## src/hw/rtl/bir_pkg.sv

```systemverilog
// Package for the bilinear image rescaler: constants, types and state encodings.
// No dependencies.
`timescale 1ns / 1ps
package bir_pkg;
  localparam int FracBits = 16;
  localparam int AddrW = 16;
  localparam int QuotW = 34;
  localparam int NumW = 34;

  localparam logic [1:0] RegSrcW = 2'd0;
  localparam logic [1:0] RegSrcH = 2'd1;
  localparam logic [1:0] RegDstW = 2'd2;
  localparam logic [1:0] RegDstH = 2'd3;

  typedef enum logic [3:0] {
    ST_IDLE, ST_MUL, ST_DIV, ST_ADDR, ST_RD0, ST_RD1, ST_RD2, ST_RD3, ST_WGT, ST_MAC, ST_OUT
  } state_e;

  typedef struct packed {
    logic load;
    logic start_mul;
    logic start_div;
    logic div_step;
    logic calc_addr;
    logic [1:0] rd_sel;
    logic rd_en;
    logic calc_wgt;
    logic mac;
    logic out_load;
  } cmd_t;

  typedef struct packed {
    logic div_done;
    logic out_busy;
  } status_t;
endpackage

```

## src/hw/rtl/bir_ctrl.sv

```systemverilog
// Controller state machine of the rescaler.
// Depends on bir_pkg.
`timescale 1ns / 1ps
module bir_ctrl (
  input  logic              clk_i,
  input  logic              rst_ni,
  input  logic              in_valid_i,
  input  logic              in_action_i,
  output logic              in_ready_o,
  input  bir_pkg::status_t  status_i,
  output bir_pkg::cmd_t     cmd_o
);
  import bir_pkg::*;
  state_e state_q, state_d;

  always_ff @(posedge clk_i or negedge rst_ni) begin
    if (!rst_ni) begin
      state_q <= ST_IDLE;
    end else begin
      state_q <= state_d;
    end
  end

  always_comb begin
    state_d = state_q;
    unique case (state_q)
      ST_IDLE: if (in_valid_i && in_action_i) state_d = ST_MUL;
      ST_MUL:  state_d = ST_DIV;
      ST_DIV:  if (status_i.div_done) state_d = ST_ADDR;
      ST_ADDR: state_d = ST_RD0;
      ST_RD0:  state_d = ST_RD1;
      ST_RD1:  state_d = ST_RD2;
      ST_RD2:  state_d = ST_RD3;
      ST_RD3:  state_d = ST_WGT;
      ST_WGT:  state_d = ST_MAC;
      ST_MAC:  state_d = ST_OUT;
      ST_OUT:  if (!status_i.out_busy) state_d = ST_IDLE;
      default: state_d = ST_IDLE;
    endcase
  end

  always_comb begin
    cmd_o = '0;
    in_ready_o = 1'b0;
    unique case (state_q)
      ST_IDLE: begin
        in_ready_o = 1'b1;
        cmd_o.load = in_valid_i && !in_action_i;
        cmd_o.start_mul = in_valid_i && in_action_i;
      end
      ST_MUL:  cmd_o.start_div = 1'b1;
      ST_DIV:  cmd_o.div_step = 1'b1;
      ST_ADDR: cmd_o.calc_addr = 1'b1;
      ST_RD0: begin cmd_o.rd_en = 1'b1; cmd_o.rd_sel = 2'd0; end
      ST_RD1: begin cmd_o.rd_en = 1'b1; cmd_o.rd_sel = 2'd1; end
      ST_RD2: begin cmd_o.rd_en = 1'b1; cmd_o.rd_sel = 2'd2; end
      ST_RD3: begin cmd_o.rd_en = 1'b1; cmd_o.rd_sel = 2'd3; end
      ST_WGT:  cmd_o.calc_wgt = 1'b1;
      ST_MAC:  cmd_o.mac = 1'b1;
      ST_OUT:  cmd_o.out_load = !status_i.out_busy;
      default: cmd_o = '0;
    endcase
  end
endmodule

```

## config.mk

```make
export PLATFORM = sky130hd
export DESIGN_NAME = bir_ctrl
export DESIGN_NICKNAME = d
export VERILOG_FILES = /design/src/hw/rtl/bir_pkg.sv /design/src/hw/rtl/bir_ctrl.sv
export SDC_FILE = /design/constraint.sdc
export NUM_CORES = 1
export LEC_CHECK = 0
export BUFFER_PORTS_ARGS = -buffer_cell sky130_fd_sc_hd__buf_2
export CORE_AREA = 2 2 39 41
export CTS_BUF_LIST = sky130_fd_sc_hd__clkbuf_4 sky130_fd_sc_hd__clkbuf_8
export DETAILED_ROUTE_END_ITERATION = 10
export DIE_AREA = 0 0 41 43
export GPL_ROUTABILITY_DRIVEN = 0
export GPL_TIMING_DRIVEN = 0
export SETUP_SLACK_MARGIN = 0.05
export SLEW_MARGIN = 5
export SYNTH_ARGS = -nofsm -noshare
export SYNTH_HDL_FRONTEND = slang
export SYNTH_SLANG_ARGS = --single-unit
```

## constraint.sdc

```tcl
create_clock -name clk_i -period 1.2 [get_ports clk_i]
set_clock_uncertainty 0.15 [all_clocks]
set_input_delay 0 -clock clk_i [delete_from_list [all_inputs] [get_ports clk_i]]
set_output_delay 0 -clock clk_i [all_outputs]
set_load 0.005 [all_outputs]
```

======== Word-level counts from Yosys, hierarchy flattened ========
Cells that the tools add are included.
cells by class
  eq/ne operators ......................... 13
  multiplexer cells ....................... 13
  reduce and logical (&&, ||, !) cells .... 6
operators with widths
  kind                                           number
  case mux 4 bit (11 select lines)               1
  == test 4 x 3 -> 1 bit, second input constant  4
  == test 4 bit, second input constant           3
  2-to-1 mux 4 bit                               3
  case mux 3 bit (4 select lines)                1
  == test 4 x 2 -> 1 bit, second input constant  2
  2-to-1 mux 1 bit                               7
  != test 2 bit, second input constant           3
  == test 4 x 1 -> 1 bit, second input constant  1
  logical NOT 4 bit                              1
  AND reduction 3 bit                            1
  logical AND 1 bit                              2
  logical NOT 1 bit                              2
  2-to-1 mux 2 bit                               1
storage, ports and cells
  register bits ........................... 4
  bits of input ports ..................... 6
  output and inout bits ................... 12
  logic and storage cells ................. 33

======== Longest topological paths before layout ========
Gate-level depths: netlist of the first run.
  word-level depth ........................ 3
  depth in mapped cells ................... 4
  gate-level depth less buffers ........... 3

======== Worst setup path before layout of the first run ========
No wires, ideal clock.
  kind .................................... register to register
  from .................................... reg state_q[2]
  to ...................................... reg state_q[0]
  library setup time ...................... 0.132 ns
  data arrival time ....................... 0.869 ns
  data required time ...................... 0.918 ns
  slack ................................... 0.048 ns
  cell stages (with the launch flop) ...... 4
  buffers on the path ..................... 1
  period minus slack after synthesis ...... 1.152 ns
  cells stage by stage .................... dfrtp_1 buf_6 a2111oi_2 nor4b_2
on the way
  longest elaborated chain between the ends .. 3
  elaborated cells between the ends (all ways) .. 16
  classes of those cells .................. eq/ne: 13; mux: 1; reduce/logical: 2
RTL lines
  item                                            line            RTL
  start, declared                                 bir_ctrl.sv:14  state_e state_q, state_d;
  start signal, assigned                          bir_ctrl.sv:20  state_q <= state_d;
  == test 4 x 2 -> 1 bit (tied with other cells)  bir_ctrl.sv:26  unique case (state_q)
  != test 2 bit (no source line)                  --
  AND reduction 3 bit (no source line)            --
Several ways; a longest one is shown, not always the timed one.
A chain may end at the register's enable or synchronous reset.

==> impl_metrics.json, run 1 <==
{
  "status": "finished with violations",
  "violations": "negative setup slack",
  "setup_viol": 15,
  "vias_per_cell": 4.73,
  "fill_cells": 114,
  "cts_tree": "built",
  "die_x_um": 41,
  "rows": 14,
  "cts_sinks": 4,
  "finalHoldViolCount": 0,
  "grt_max_degree": 9,
  "tightest_slew_ns": 0.276,
  "hold_class": "in -> reg",
  "min_period_ns": 1.42,
  "ys_ff_latch": 4,
  "synth.most_common_cell": "nor3_1",
  "coreArea_um2": 1380,
  "io_pins": 18,
  "syn_inst": 39,
  "dp.final_hpwl_um": 559,
  "ant_nets": 0,
  "regMostFlops": "state_q",
  "layout-drive-gt1-share_pct": 79.2,
  "ys_types": 20,
  "setup_slack_ns": -0.219,
  "synth_area_leaders": "dfrtp_1, buf_6, nor4b_2",
  "overflow": 0,
  "period_share_pct": 118,
  "diodes": 0,
  "drt_first_pass_iters": 2,
  "async_reset_ff_share_pct": 100,
  "fmax_ghz": 0.704,
  "cp_max_fo": 4,
  "crit_path_end_kind": "primary output",
  "synth_area_um2": 370,
  "clkSlewWorstSetupHoldPaths_ns": 0.04,
  "start_util_pct": 26.8,
  "power.total_w": 0.00194,
  "die_area_um2": 1760,
  "grt_pass1_vias": 449,
  "grt_pass1_wl_um": 2000,
  "clkLatencyLatePin_ns": 0.23,
  "numCtsBuffers": 3,
  "yosys_warnings": 0,
  "final_cells": 93,
  "place_inst": 72,
  "syn_nets": 45,
  "final-max-slew-violation-count": 0,
  "synthTopCellsByCount": "nor3_1, dfrtp_1, nand2b_1",
  "clockBufferDepth": 2,
  "vias": 440,
  "syn_area_per_cell_um2": 9.50,
  "fin_nets": 85,
  "ys.flop_type": "dfrtp_1",
  "fp.dieH_um": 43,
  "yosys.area.top_type_share_pct": 27.0,
  "antenna_found_initial": 0,
  "largest_reg_flops": 4,
  "grt_use_total_pct": 17.3,
  "synth_edf_count": 0,
  "largestRegisters": "state_q (4)",
  "drc": 0,
  "arrival_ns": 1.27,
  "htree_levels": 1,
  "wl_um": 1300,
  "vdd_drop_max_v": 0.000927,
  "cp.required_ns": 1.05,
  "slew-limit-headroom_pct": 81.6,
  "wl_per_cell_um": 14.0,
  "maxCapViolCount": 0,
  "power_density_nw_per_um2": 2460,
  "synth_area_leader_cell": "dfrtp_1",
  "port-buffer-count": 17,
  "synth.yosys.seq_area_share_pct": 27.0,
  "drtIter0Drc": 7,
  "areaGrowthSynthToFinish_pct": 113,
  "cp-start-kind": "flip-flop",
  "criticalPathCategory": "reg -> out",
  "root_buffer": "clkbuf_4",
  "p_leak_nw": 0.382,
  "rsz0062_at_grt": "yes"
}
-- cells in the final DEF (no fill, tap or decap), drive strengths merged --
| master | n |
|---|---|
| nor4b | 2 |
| nor4 | 1 |
| clkbuf | 3 |
| a31o | 1 |
| a2111oi | 1 |
| o21ai | 2 |
| dfrtp | 4 |
| and3 | 1 |
| xor2 | 1 |
| and2 | 2 |
| buf | 37 |
| a21oi | 1 |
| o211a | 1 |
| nor2b | 3 |
| nand2 | 3 |
| nand2b | 4 |
| dlygate4sd3 | 2 |
| nor3 | 5 |
| nor2 | 3 |
-- cell families (layout without fill, tap and decap cells) --
| kind of cell | after synthesis | after routing | share of synthesized area [%] |
|---|---|---|---|
| DFF | 4 | 4 | 27.0 |
| AOI/OAI and AO/OA | 6 | 6 | 13.2 |
| buffers and inverters | 4 | 42 | 11.1 |
| and+or+nand+nor | 24 | 24 | 46.3 |
| xor gates and xnor gates | 1 | 1 | 2.37 |
-- worst paths after layout --
| check | start | end | cells after the start | slack [ns] |
|---|---|---|---|---|
| max | state_q[2] | cmd_o[5] | 5 | -0.22 |
| min | status_i[0] | state_q[1] | 4 | 0.11 |
| max reg2reg | state_q[2] | state_q[0] | 5 | -0.17 |
| min reg2reg | state_q[0] | state_q[3] | 2 | 0.64 |
| max in group asynchronous | rst_ni | state_q[1] | 3 | 0.21 |
| min in group asynchronous | rst_ni | state_q[0] | 3 | 0.51 |
-- through the flow --
step	setup WS, ns	instance area, µm²	setup TNS [ns]	hold WS [ns]	utilization [%]
floorplan	0.0613	383	0	-0.446	-
global placement	-0.0192	488	-0.0314	-0.342	35.3
detailed placement	-0.0139	488	-0.0139	-0.337	35.3
CTS	-0.219	727	-1.47	0.0674	52.5
global route	-0.331	788	-3.08	0.125	57.0
finish	-0.219	788	-2.17	0.112	57.0
-- routing by layer --
layer	GRT usage [%]	up-vias	part of all wire (%)
met2	28.1	10	57
met4	11.3	0	2.4
met3	4.19	4	3.9
met5	0	-	0
met1	18.3	214	37
li1	-	212	-
-- area by class of cell --
class,instances,area [µm²],area share [%]
sequential,4,101,12.9
timing repair buffer,35,263,33.3
multi-input combinational,31,337,42.7
tap,16,20.0,2.54
clock buffer,3,22.5,2.86
buffer,4,45.0,5.71
-- power by group --
part           leakage [nW]  switching [W]  internal (W)
Sequential           0.0486      0.0000677      0.000201
Clock                0.0138      0.0000544      0.000112
Combinational         0.319       0.000650      0.000854
-- critical path: stages, from the launching register on --
cell and delay [ns]:
dfrtp_1 0.38, buf_6 0.13, buf_4 0.14, nor2b_4 0.13
and2_1 0.14, buf_2 0.12
-- repair_timing --
action | CTS | global route
gates resized for setup | 19 | 12
endpoints found under the hold margin | 4 | 0
setup buffers | 14 | 2
pin swaps | 10 | 7
endpoints found under the setup margin | 15 | 16
hold buffers | 2 | 0
No activity file was read; power rests on OpenSTA's default activity.
==> run 2: changes to the inputs <==
Settings changed: ABC_AREA set to 1.
Clock period 1.2 ns to 1.3 ns, I/O delays scaled along.
==> impl_metrics.json, run 2 <==
{
  "status": "finished with violations",
  "violations": "negative setup slack",
  "synth_edf_count": 0,
  "placed_cell_area_um2": 465,
  "async_reset_ff_share_pct": 100,
  "switching_share_pct": 47.2,
  "fmax_ghz": 0.758,
  "setup_slack_ns": -0.0193,
  "cts_tree": "built",
  "min_period_ns": 1.32,
  "hold_class": "in -> reg",
  "drt_first_pass_iters": 4,
  "arrival_ns": 1.17,
  "grt_pass1_wl_um": 1410,
  "overflow": 0,
  "grt_pass1_vias": 379,
  "crit_path_end_kind": "primary output",
  "vias_per_cell": 4.19,
  "antenna_found_initial": 0,
  "areaGrowthSynthToFinish_pct": 74.3,
  "wl_per_cell_um": 8.97,
  "cp_max_fo": 7,
  "dp.final_hpwl_um": 622,
  "synth.yosys.seq_area_share_pct": 27.8,
  "synth_area_leader_cell": "dfrtp_1",
  "layout-drive-gt1-share_pct": 65.9,
  "fp.dieH_um": 43,
  "maxCapViolCount": 0,
  "cp-start-kind": "flip-flop",
  "drc": 0,
  "fin_nets": 93,
  "fin_area_um2": 628,
  "p_int_w": 0.000791,
  "ys.flop_type": "dfrtp_1",
  "vias": 423,
  "largestRegisters": "state_q (4)",
  "clockBufferDepth": 2,
  "coreArea_um2": 1380,
  "ys_types": 16,
  "diodes": 0,
  "die_area_um2": 1760,
  "criticalPathCategory": "reg -> out",
  "ant_nets": 0,
  "clkSlewWorstSetupHoldPaths_ns": 0.04,
  "finalHoldViolCount": 0,
  "mostFrequentLayoutCells": "buf_2, nand2_1, nor2_1, buf_4, nor2_2",
  "grt_use_total_pct": 12.6,
  "synthTopCellsByCount": "nand2_1, nor2_1, inv_1",
  "die_x_um": 41,
  "synth_area_um2": 360,
  "start_util_pct": 26.0,
  "rrSetupSlack_ns": 0.01,
  "yosys_warnings": 0,
  "setup_viol": 1,
  "drtIter0Drc": 2,
  "combPwrFrac_pct": 69.5,
  "tightest_slew_ns": 0.192,
  "yosys.area.top_type_share_pct": 27.8,
  "clkLatencyLatePin_ns": 0.23,
  "largest_reg_flops": 4,
  "regMostFlops": "state_q",
  "syn_inst": 54,
  "cts_sinks": 4,
  "period_share_pct": 101,
  "synth_area_leaders": "dfrtp_1, nand2_1, nor2_1",
  "p_leak_nw": 0.335,
  "power_density_nw_per_um2": 2380,
  "synth.most_common_cell": "nand2_1",
  "root_buffer": "clkbuf_4",
  "port-buffer-count": 17,
  "ys_ff_latch": 4,
  "rsz0062_at_grt": "yes",
  "syn_area_per_cell_um2": 6.67,
  "syn_nets": 60,
  "final_common_cell": "buf_2",
  "power.total_w": 0.00150,
  "io_pins": 18,
  "cp.required_ns": 1.15,
  "rows": 14,
  "pwr-share-seq_pct": 20.7,
  "grt_max_degree": 8,
  "pwr-share-clk_pct": 9.9,
  "p_switching_w": 0.000706,
  "slew-limit-headroom_pct": 87.1,
  "fill_cells": 149,
  "wl_um": 906,
  "final-max-slew-violation-count": 0,
  "numCtsBuffers": 3,
  "htree_levels": 1,
  "vdd_drop_max_v": 0.00136
}
==> run 2: area by class of cell <==
| class | instances | area, µm² | share of cell area (%) |
|---|---|---|---|
| multi-input cells | 40 | 255 | 40.6 |
| repair buffers | 28 | 179 | 28.5 |
| flip-flops and latches | 4 | 104 | 16.5 |
| inverters | 9 | 36.3 | 5.78 |
| clock buffers | 3 | 22.5 | 3.59 |
| well taps | 16 | 20.0 | 3.19 |
| plain buffers | 1 | 11.3 | 1.79 |
==> run 2: cells by family after synthesis <==
family,share of synthesized area [%]
DFF,27.8
buffers and inverters,13.2
and+or+nand+nor,52.8
AOI/OAI and AO/OA,6.25
==> run 2: power groups by stage <==
| stage | Sequential, W | Combinational [W] | Clock [W] |
|---|---|---|---|
| after CTS | 0.000297 | 0.000937 | 0.000160 |
| after detailed placement | 0.000275 | 0.000757 | 0 |
| final | 0.000309 | 0.00104 | 0.000148 |
| after global placement | 0.000273 | 0.000749 | 0 |
| after global routing | 0.000322 | 0.00116 | 0.000169 |
| after floorplan | 0.000263 | 0.000555 | 0 |
==> run 2: repair_timing <==
action / 4_1_cts / 5_1_grt
setup buffers: 6 / 2
hold endpoints to repair: 6 / 0
setup endpoints to repair: 10 / 15
resized for setup: 8 / 9
hold buffers: 3 / 0
pin swaps: 7 / 3
cloned: 0 / 0
==> run 2: worst paths after layout <==
check | from | endpoint | cells after the start
setup / recovery | state_q[1] | cmd_o[10] | 7
hold / removal | status_i[1] | state_q[0] | 5
setup reg to reg | state_q[3] | state_q[1] | 7
hold reg to reg | state_q[3] | state_q[0] | 3
max in group asynchronous | rst_ni | state_q[2] | 3
min in group asynchronous | rst_ni | state_q[1] | 3
==> run 2: layer usage <==
layer	wire [µm]	global-route usage, %	vias to the layer above
li1	-	-	227
met1	385	13.1	182
met2	462	19.1	12
met3	48	3.14	2
met4	10	12.0	0
met5	0	0	-
==> run 2: per-stage QoR <==
| step | setup TNS [ns] | utilization (%) | setup slack [ns] | hold slack (ns) | cells |
|---|---|---|---|---|---|
| 6_report | -0.0193 | 45.4 | -0.0193 | 0.00571 | 101 |
| 5_1_grt | -0.507 | 45.4 | -0.119 | 0.0304 | 101 |
| 4_1_cts | -0.0531 | 42.3 | -0.0323 | 0.00113 | 99 |
| 3_5_place_dp | 0 | 33.6 | 0.0409 | -0.344 | 87 |
| 3_3_place_gp | 0 | 33.6 | 0.0522 | -0.345 | 87 |
| 2_1_floorplan | 0 | - | 0.139 | -0.446 | 54 |
==> run 2: worst max-delay path, cell delays in order (launching register included) <==
cell	delay, ns
dfrtp_1	0.36
buf_6	0.14
nor2_4	0.11
nand2_2	0.06
inv_2	0.05
nand2_1	0.04
nor2_1	0.07
buf_2	0.11
